==> src/design/rc4_pkg.sv <==
// ----------------------------------------------------------------------------
// rc4_pkg
// Shared types and constants for the RC4 keystream cipher with IV.
// ----------------------------------------------------------------------------
package rc4_pkg;

    localparam int BYTE_W    = 8;
    localparam int SBOX_AW   = 8;
    localparam int SBOX_DEPTH = 1 << SBOX_AW;
    localparam int CFG_IDX_W = 8;
    localparam int CFG_DATA_W = 64;

    typedef logic [BYTE_W-1:0]     t_byte;
    typedef logic [SBOX_AW-1:0]    t_sbox_addr;
    typedef logic [CFG_IDX_W-1:0]  t_cfg_idx;
    typedef logic [CFG_DATA_W-1:0] t_cfg_word;

    localparam t_cfg_idx CFG_KEY_LOW  = t_cfg_idx'(0);
    localparam t_cfg_idx CFG_KEY_HIGH = t_cfg_idx'(1);
    localparam t_cfg_idx CFG_IV_LOW   = t_cfg_idx'(2);
    localparam t_cfg_idx CFG_IV_HIGH  = t_cfg_idx'(3);

    // control group from the sequencer to the table
    typedef struct packed {
        logic       wr_en;
        t_sbox_addr wr_addr;
        t_byte      wr_data;
        t_sbox_addr rd_addr;
        logic       clear;
    } t_sbox_ctrl;

endpackage

==> src/design/rc4_iv_keystream_cipher.sv <==
// ----------------------------------------------------------------------------
// rc4_iv_keystream_cipher
// RC4 stream cipher keyed by a 16-byte IV followed by a 16-byte key.
// ----------------------------------------------------------------------------
// A taken byte passes states G_RI, G_RJ, G_WI, G_WJ, G_RK and G_OUT, which loads
// the output register once it is free; a start-of-message byte first runs the
// key schedule. No new byte is taken before the last one leaves G_OUT, as the single
// read and single write port of the permutation table are in use.
// Reset (synchronous, active low): indices zero, table reads as identity,
// key and IV registers zero, output empty.
// ----------------------------------------------------------------------------
module rc4_iv_keystream_cipher
    import rc4_pkg::*;
(
    input  logic      i_clk,
    input  logic      i_rst_n,
    input  logic      i_valid,
    output logic      o_stall,
    input  t_byte     i_data_byte,
    input  logic      i_start_of_message,
    output logic      o_valid,
    input  logic      i_stall,
    output t_byte     o_result_byte,
    input  logic      i_cfg_valid,
    output logic      o_cfg_ready,
    input  t_cfg_idx  i_cfg_index,
    input  t_cfg_word i_cfg_data
);

    typedef enum logic [10:0] {
        ST_IDLE  = 11'b000_0000_0001,
        ST_K_RD  = 11'b000_0000_0010,
        ST_K_ACC = 11'b000_0000_0100,
        ST_K_WN  = 11'b000_0000_1000,
        ST_K_WA  = 11'b000_0001_0000,
        ST_G_RI  = 11'b000_0010_0000,
        ST_G_RJ  = 11'b000_0100_0000,
        ST_G_WI  = 11'b000_1000_0000,
        ST_G_WJ  = 11'b001_0000_0000,
        ST_G_RK  = 11'b010_0000_0000,
        ST_G_OUT = 11'b100_0000_0000
    } t_state;

    t_state     r_state, n_state;
    t_cfg_word  r_key_low, r_key_high, r_iv_low, r_iv_high;
    t_byte      r_i, n_i;
    t_byte      r_j, n_j;
    t_byte      r_n, n_n;
    t_byte      r_acc, n_acc;
    t_byte      r_si, n_si;
    t_byte      r_sj, n_sj;
    t_byte      r_data, n_data;
    logic       r_out_valid, n_out_valid;
    t_byte      r_out_data, n_out_data;
    t_sbox_ctrl sbox_ctrl;
    t_byte      rd_data;
    t_byte      sched_byte;
    t_byte      acc_sum;
    t_byte      j_sum;
    logic       out_free;

    function automatic t_byte byte_of(t_cfg_word lo, t_cfg_word hi, logic [3:0] n);
        t_cfg_word word;
        word = n[3] ? hi : lo;
        return word[{n[2:0], 3'b000} +: BYTE_W];
    endfunction

    rc4_sbox u_sbox (
        .i_clk     (i_clk),
        .i_rst_n   (i_rst_n),
        .i_ctrl    (sbox_ctrl),
        .o_rd_data (rd_data)
    );

    // first 16 schedule bytes come from the iv, the rest cycle through the key
    assign sched_byte = (r_n[7:4] == 4'd0) ? byte_of(r_iv_low, r_iv_high, r_n[3:0])
                                           : byte_of(r_key_low, r_key_high, r_n[3:0]);
    assign acc_sum  = r_acc + rd_data + sched_byte;
    assign j_sum    = r_j + rd_data;
    assign out_free = !r_out_valid || !i_stall;

    assign o_stall       = (r_state != ST_IDLE);
    assign o_valid       = r_out_valid;
    assign o_result_byte = r_out_data;
    assign o_cfg_ready   = 1'b1;

    always_comb begin
        n_state     = r_state;
        n_i         = r_i;
        n_j         = r_j;
        n_n         = r_n;
        n_acc       = r_acc;
        n_si        = r_si;
        n_sj        = r_sj;
        n_data      = r_data;
        n_out_valid = r_out_valid && i_stall;
        n_out_data  = r_out_data;
        sbox_ctrl.wr_en   = 1'b0;
        sbox_ctrl.wr_addr = r_i;
        sbox_ctrl.wr_data = rd_data;
        sbox_ctrl.rd_addr = r_si + r_sj;
        sbox_ctrl.clear   = 1'b0;
        case (r_state)
            ST_IDLE: begin
                if (i_valid) begin
                    n_data = i_data_byte;
                    if (i_start_of_message) begin
                        n_i             = '0;
                        n_j             = '0;
                        n_n             = '0;
                        n_acc           = '0;
                        sbox_ctrl.clear = 1'b1;
                        n_state         = ST_K_RD;
                    end else begin
                        n_state = ST_G_RI;
                    end
                end
            end
            ST_K_RD: begin
                sbox_ctrl.rd_addr = r_n;
                n_state           = ST_K_ACC;
            end
            ST_K_ACC: begin
                n_si              = rd_data;
                n_acc             = acc_sum;
                sbox_ctrl.rd_addr = acc_sum;
                n_state           = ST_K_WN;
            end
            ST_K_WN: begin
                sbox_ctrl.wr_en   = 1'b1;
                sbox_ctrl.wr_addr = r_n;
                sbox_ctrl.wr_data = rd_data;
                n_state           = ST_K_WA;
            end
            ST_K_WA: begin
                sbox_ctrl.wr_en   = 1'b1;
                sbox_ctrl.wr_addr = r_acc;
                sbox_ctrl.wr_data = r_si;
                n_n               = r_n + 1'b1;
                n_state           = (r_n == '1) ? ST_G_RI : ST_K_RD;
            end
            ST_G_RI: begin
                n_i               = r_i + 1'b1;
                sbox_ctrl.rd_addr = r_i + 1'b1;
                n_state           = ST_G_RJ;
            end
            ST_G_RJ: begin
                n_si              = rd_data;
                n_j               = j_sum;
                sbox_ctrl.rd_addr = j_sum;
                n_state           = ST_G_WI;
            end
            ST_G_WI: begin
                n_sj              = rd_data;
                sbox_ctrl.wr_en   = 1'b1;
                sbox_ctrl.wr_addr = r_i;
                sbox_ctrl.wr_data = rd_data;
                n_state           = ST_G_WJ;
            end
            ST_G_WJ: begin
                sbox_ctrl.wr_en   = 1'b1;
                sbox_ctrl.wr_addr = r_j;
                sbox_ctrl.wr_data = r_si;
                n_state           = ST_G_RK;
            end
            ST_G_RK: begin
                n_state = ST_G_OUT;
            end
            ST_G_OUT: begin
                // keystream read address is held here, so the data stays put
                if (out_free) begin
                    n_out_valid = 1'b1;
                    n_out_data  = r_data ^ rd_data;
                    n_state     = ST_IDLE;
                end
            end
            default: begin
                n_state = ST_IDLE;
            end
        endcase
    end

    always_ff @(posedge i_clk) begin
        if (!i_rst_n) begin
            r_state     <= ST_IDLE;
            r_i         <= '0;
            r_j         <= '0;
            r_n         <= '0;
            r_acc       <= '0;
            r_out_valid <= 1'b0;
            r_key_low   <= '0;
            r_key_high  <= '0;
            r_iv_low    <= '0;
            r_iv_high   <= '0;
        end else begin
            r_state     <= n_state;
            r_i         <= n_i;
            r_j         <= n_j;
            r_n         <= n_n;
            r_acc       <= n_acc;
            r_out_valid <= n_out_valid;
            if (i_cfg_valid) begin
                case (i_cfg_index)
                    CFG_KEY_LOW:  r_key_low  <= i_cfg_data;
                    CFG_KEY_HIGH: r_key_high <= i_cfg_data;
                    CFG_IV_LOW:   r_iv_low   <= i_cfg_data;
                    CFG_IV_HIGH:  r_iv_high  <= i_cfg_data;
                    default: begin
                    end
                endcase
            end
        end
    end

    always_ff @(posedge i_clk) begin
        r_si       <= n_si;
        r_sj       <= n_sj;
        r_data     <= n_data;
        r_out_data <= n_out_data;
    end

endmodule

==> src/design/rc4_sbox.sv <==
// ----------------------------------------------------------------------------
// rc4_sbox
// 256 x 8 permutation table, one write and one registered read per cycle.
// Per-entry valid bits make an unwritten entry read as its own index.
// ----------------------------------------------------------------------------
module rc4_sbox
    import rc4_pkg::*;
(
    input  logic       i_clk,
    input  logic       i_rst_n,
    input  t_sbox_ctrl i_ctrl,
    output t_byte      o_rd_data
);

    t_byte                 r_mem [SBOX_DEPTH];
    logic [SBOX_DEPTH-1:0] r_valid;
    t_byte                 r_rd_data;
    logic                  r_rd_valid;
    t_sbox_addr            r_rd_addr;

    always_ff @(posedge i_clk) begin
        if (i_ctrl.wr_en) begin
            r_mem[i_ctrl.wr_addr] <= i_ctrl.wr_data;
        end
        r_rd_data <= r_mem[i_ctrl.rd_addr];
        r_rd_addr <= i_ctrl.rd_addr;
    end

    always_ff @(posedge i_clk) begin
        if (!i_rst_n) begin
            r_valid    <= '0;
            r_rd_valid <= 1'b0;
        end else begin
            if (i_ctrl.clear) begin
                r_valid <= '0;
            end else if (i_ctrl.wr_en) begin
                r_valid[i_ctrl.wr_addr] <= 1'b1;
            end
            r_rd_valid <= r_valid[i_ctrl.rd_addr] && !i_ctrl.clear;
        end
    end

    // identity value for entries not yet written since the last clear
    assign o_rd_data = r_rd_valid ? r_rd_data : t_byte'(r_rd_addr);

endmodule

==> config.mk <==
export PLATFORM = sky130hd
export DESIGN_NAME = rc4_iv_keystream_cipher
export DESIGN_NICKNAME = d
export VERILOG_FILES = /design/src/design/rc4_pkg.sv /design/src/design/rc4_iv_keystream_cipher.sv /design/src/design/rc4_sbox.sv
export SDC_FILE = /design/constraint.sdc
export NUM_CORES = 2
export LEC_CHECK = 0
export ABC_AREA = 1
export BUFFER_PORTS_ARGS = -buffer_cell sky130_fd_sc_hd__buf_2
export CORE_AREA = 10 10 404 505
export CTS_CLUSTER_DIAMETER = 50
export DETAILED_ROUTE_END_ITERATION = 7
export DIE_AREA = 0 0 414 515
export HOLD_SLACK_MARGIN = 0.15
export PLACE_DENSITY = 0.75
export SYNTH_ARGS = -nofsm -noshare
export SYNTH_HDL_FRONTEND = slang
export SYNTH_HIERARCHICAL = 1
export SYNTH_SLANG_ARGS = --single-unit
==> constraint.sdc <==
create_clock -name i_clk -period 13.8 [get_ports i_clk]
set_clock_uncertainty 0.05 [all_clocks]
set_input_delay 4.14 -clock i_clk [delete_from_list [all_inputs] [get_ports i_clk]]
set_output_delay 4.14 -clock i_clk [all_outputs]
set_load 0.01 [all_outputs]
# ---- Word level (Yosys, flattened, before mapping)
# Memory sizes are Yosys's and may differ from the RTL's. A register that Yosys moved wholly into a read port is not among the register bits.
# Cells that the tools add are included.
dict set report totals {
  ff_bits 597
  ramBits 2048
  inputBits 86
  mem_count 1
}
dict set report op_classes {
  add_sub_neg 6
  magnitude_cmp 3
  n_eq_ne 19
  shift 2
  muxes 28
  bitwise 3
  reduce_logical 26
}
# name depth word_bits read_ports rd_clocked_by_memory_dff write_ports line
set mem_list {}
lappend mem_list {u_sbox.r_mem 256 8 1 1 1 rc4_sbox.sv:15} ;# t_byte r_mem [SBOX_DEPTH];
# op n
set ops {}
lappend ops {{256-bit OR} 1}
lappend ops {{64-bit two-way mux} 2}
lappend ops {{64-bit by 7-bit variable part select with 8-bit output} 2}
lappend ops {{11-bit case mux with 11 select lines} 1}
lappend ops {{17-bit case mux with 4 select lines} 1}
lappend ops {{8-bit case mux with 2 select lines} 4}
lappend ops {{8-bit adder} 4}
lappend ops {{8-bit two-way mux} 4}
lappend ops {{8-bit case mux with 4 select lines} 1}
lappend ops {{11-bit two-way mux} 2}
lappend ops {{8-bit by 9-bit less-than comparator with 1-bit output, second input constant} 2}
lappend ops {{8-bit by 1-bit adder with 8-bit output, second input constant} 2}
lappend ops {{8-bit by 2-bit equality test with 1-bit output, second input constant} 2}
lappend ops {{2-bit AND reduction} 7}
lappend ops {{6-bit two-way mux} 2}
lappend ops {{3-bit AND reduction} 4}
lappend ops {{11-bit by 1-bit equality test with 1-bit output, second input constant} 1}
lappend ops {{11-bit by 10-bit equality test with 1-bit output, second input constant} 1}
lappend ops {{11-bit equality test, second input constant} 1}
lappend ops {{11-bit by 2-bit equality test with 1-bit output, second input constant} 1}
lappend ops {{11-bit by 3-bit equality test with 1-bit output, second input constant} 1}
lappend ops {{11-bit by 4-bit equality test with 1-bit output, second input constant} 1}
lappend ops {{11-bit by 5-bit equality test with 1-bit output, second input constant} 1}
lappend ops {{11-bit by 6-bit equality test with 1-bit output, second input constant} 1}
lappend ops {{other kinds (20)} 38}

# ---- Logic depth before layout (Yosys ltp)
dict set report depth {
  word_depth 8
  ltp_mapped 32
  mapped_depth_nobuf 28
}

# ---- Hierarchy
# The synthesis kept the hierarchy.
# module n_inst cells_per_inst area_per_inst_um2
set by_module_without_submodules {}
lappend by_module_without_submodules {rc4_sbox 1 8409 94076.5}
lappend by_module_without_submodules {rc4_iv_keystream_cipher 1 2246 15895.2}

# ---- Worst setup path after synthesis
# OpenSTA, ideal clock, no wires.
dict set report synth_timing {
  path_kind {reg2reg}
  from {register r_state[9]}
  to {memory u_sbox/r_mem[0][1] (netlist bit), data pin}
  arrival_ns 10.960
  t_required_ns 11.563
  path_slack_ns 0.603
  path_stages_with_launch 8
  period_less_slack_ns 13.197
  cell_sequence {dfxtp_1 -> inv_1 -> nand3_1 -> nor2_4 -> nand2_4 -> nand2_2 -> buf_4 -> o21ai_0}
}
# item line
set synth_lines {}
lappend synth_lines {{start, declared} rc4_iv_keystream_cipher.sv:44} ;# t_state r_state, n_state;
lappend synth_lines {{start signal, assigned} rc4_iv_keystream_cipher.sv:196} ;# r_state <= n_state;
lappend synth_lines {{end, declared} rc4_sbox.sv:15}

==> summary.txt <==
initial core utilization: 56.7%
die area: 0.213 mm2
Seq/Total Area, Yosys: 67.2%
Mapped Cells: 10.7k
crit path kind: flip-flop to flip-flop
Hold Vio Cnt, Final: 0
multi-input logic area: 0.0314 mm2
antenna-violating nets left: 0
core area: 0.194 mm2
clock buffer depth: 3
standby leakage power: 41.8 nW
port buffer count: 95
synth unique cells: 56
worst skew pair latency: 920 ps
Setup Viol. Count Final: 0
Startpoint Class: flip-flop
Post-Syn Nets: 10.8k
Yosys top cell area share: 56.8%
drt drc: 0
Max stage delay on crit path: 1090 ps
Post-synth EDFFs: 2080
Clk pin slew, worst setup/hold paths: 60 ps
FF+latch count, synth: 2653
Setup Fix Bufs, Post-CTS: 0
Final TNS setup: 0 ps
CTS Sinks: 2653
CTS resizes: 0
most frequent CP cell: nand3_1
P&R area growth vs syn: 7.86%
clock root buffer: clkbuf_16
min cycle time layout: 8890 ps
DRT iter0 DRCs: 11.7k
WL/cell: 23.4 um
Slew Limit Headroom: 14.2%
CTS buffer count: 234
asr flop ratio synth: 0%
commonest cells in the netlist: nand2_1, nand3_1, edfxtp_1
IO Count: 97
Worst Hold Class: flip-flop to flip-flop
via count: 80.7k
FF-to-FF path depth: 25
final worst-path cycle share: 64.4%
Register Area: 0.0739 mm2
largest net degree at the start of global routing: 206
unrepaired setup endpoints after global routing: false
leading area contributor after synthesis: edfxtp_1
post-DP HPWL: 172000 um
router iterations before antenna repair: 6
Crit. Startpoint: r_n[3]
Die Y: 515 um
final slew viol count: 0
reg2reg start: r_n[3]
total global-route track usage: 27.7%
register-to-register setup slack: 4910 ps
Max Cap Viol: 0
Nets: 10.5k
critical path endpoint: u_sbox/r_rd_valid
FF-to-FF End: u_sbox/r_rd_valid
PwrDens: 148 mW/mm2
grt ovf: 0
Main synth FF type: edfxtp_1
design area: 0.119 mm2
CP Max Fanout: 81
Fillers: 14.9k
status: finished clean
# H-tree levels: 4
syn avg cell area: 10.3 um2
CP max-delay cell: buf_4
Routed WL: 308000 um
cell area after synthesis: 0.110 mm2
initial antenna violation count: 13
VDD IR max: 0.126 mV
mean number of vias per cell: 6.13
Least-Margin Pin Slew: 1290 ps
layout cells sized above 1: 5.98%
hold slack: 417 ps
CTS tree: yes
CP Capture Type: flip-flop
Cell Rows: 181
die width: 414 um
Yosys warnings: 6
most common cell in the netlist: nand2_1
fmax: 0.112 GHz
hold buffers post-CTS: 0
area post-placement: 0.111 mm2
placer's final routability congestion estimate: 0.942
first-pass GRT wire length: 460000 um
largest cells by area after synthesis: edfxtp_1, nand3_1, dfxtp_1
WP data arrival: 9630 ps
vias in the first global route: 77.1k
CP required: 14540 ps
-- worst min-delay path by stage --
stage	startpoint	end	cells past startpoint
finish	r_acc[1]	r_acc[1]	2
global route	u_sbox/r_valid[159]	u_sbox/r_valid[159]	2
CTS	r_acc[1]	r_acc[1]	2
detailed placement	r_acc[1]	r_acc[1]	2
global placement	u_sbox/r_valid[255]	u_sbox/r_valid[255]	1
floorplan	u_sbox/r_valid[21]	u_sbox/r_valid[21]	2
-- registers in the layout, indices dropped and copies added (netlist names), 11 cells and up --
name and flops:
u_sbox/r_valid 256, u_sbox/r_mem 2048, r_key_high 64, r_state 11, r_iv_high 64, r_iv_low 64, r_key_low 64
-- routing by layer --
layer  vias up  GRT usage, %  routed length, um
li1      36040             -                  -
met1     38552          34.6             110000
met2      5090          45.4             145000
met3       956          6.02              34900
met4        12          14.7              17500
met5         -             0                 83
-- metrics by stage --
stage	cells	total power [W]	utilization [%]	setup slack, ps
global route	13156	0.0180	61.2	4640
detailed placement	12705	0.0110	57.1	5380
global placement	12705	0.0110	57.1	5430
floorplan	10655	0.0104	-	603
CTS	13155	0.0175	61.2	5330
finish	13163	0.0175	61.2	4910
-- placed cells by master, fill, tap and decap left out, types with 15 or more instances in the layout --
master,n
clkbuf_1,75
o21ai_0,346
clkbuf_16,238
clkbuf_8,41
bufinv_16,17
nor3_1,20
ha_1,22
clkinv_2,36
inv_2,15
a21oi_1,101
xor2_1,18
dfxtp_1,572
inv_1,162
buf_4,88
clkinv_1,24
nor2_1,1428
buf_2,94
nand3_1,2414
nand2_1,2626
edfxtp_1,2080
-- cell type report --
type,instances,share of cell area (%)
diodes,8,0.0169
multi-input cells,7106,26.5
clock buffers,354,5.73
flip-flops and latches,2653,62.3
clock inverters,96,0.901
inverters,189,0.636
well taps,2562,2.70
repair buffers,195,1.17
-- worst max-delay path: cells and delay by family (launching register included) --
family          cells  cell delay, ps
simple gates       14            2760
buf+inv             5            3430
flops               1             740
fa+ha+maj           3            1070
compound gates      3             360
-- where the power goes --
| part | internal [W] | switching, W |
|---|---|---|
| Sequential | 0.00888 | 0.0000266 |
| Combinational | 0.000423 | 0.00157 |
| Clock | 0.00373 | 0.00291 |
| Total | 0.0130 | 0.00450 |
-- cells by family (layout without fill, tap and decap cells) --
| group | count (synthesis) | after routing | share of synthesized area (%) |
|---|---|---|---|
| simple gates | 6542 | 6542 | 25.3 |
| flops | 2653 | 2653 | 67.2 |
| buf+inv | 896 | 834 | 4.35 |
| compound gates | 497 | 497 | 2.37 |
| fa+ha+maj | 32 | 32 | 0.432 |
| xor+xnor | 21 | 21 | 0.167 |
| mux | 13 | 13 | 0.133 |
| other cells | 1 | 9 | 0.00341 |
Power figures use the tool's default switching activity.
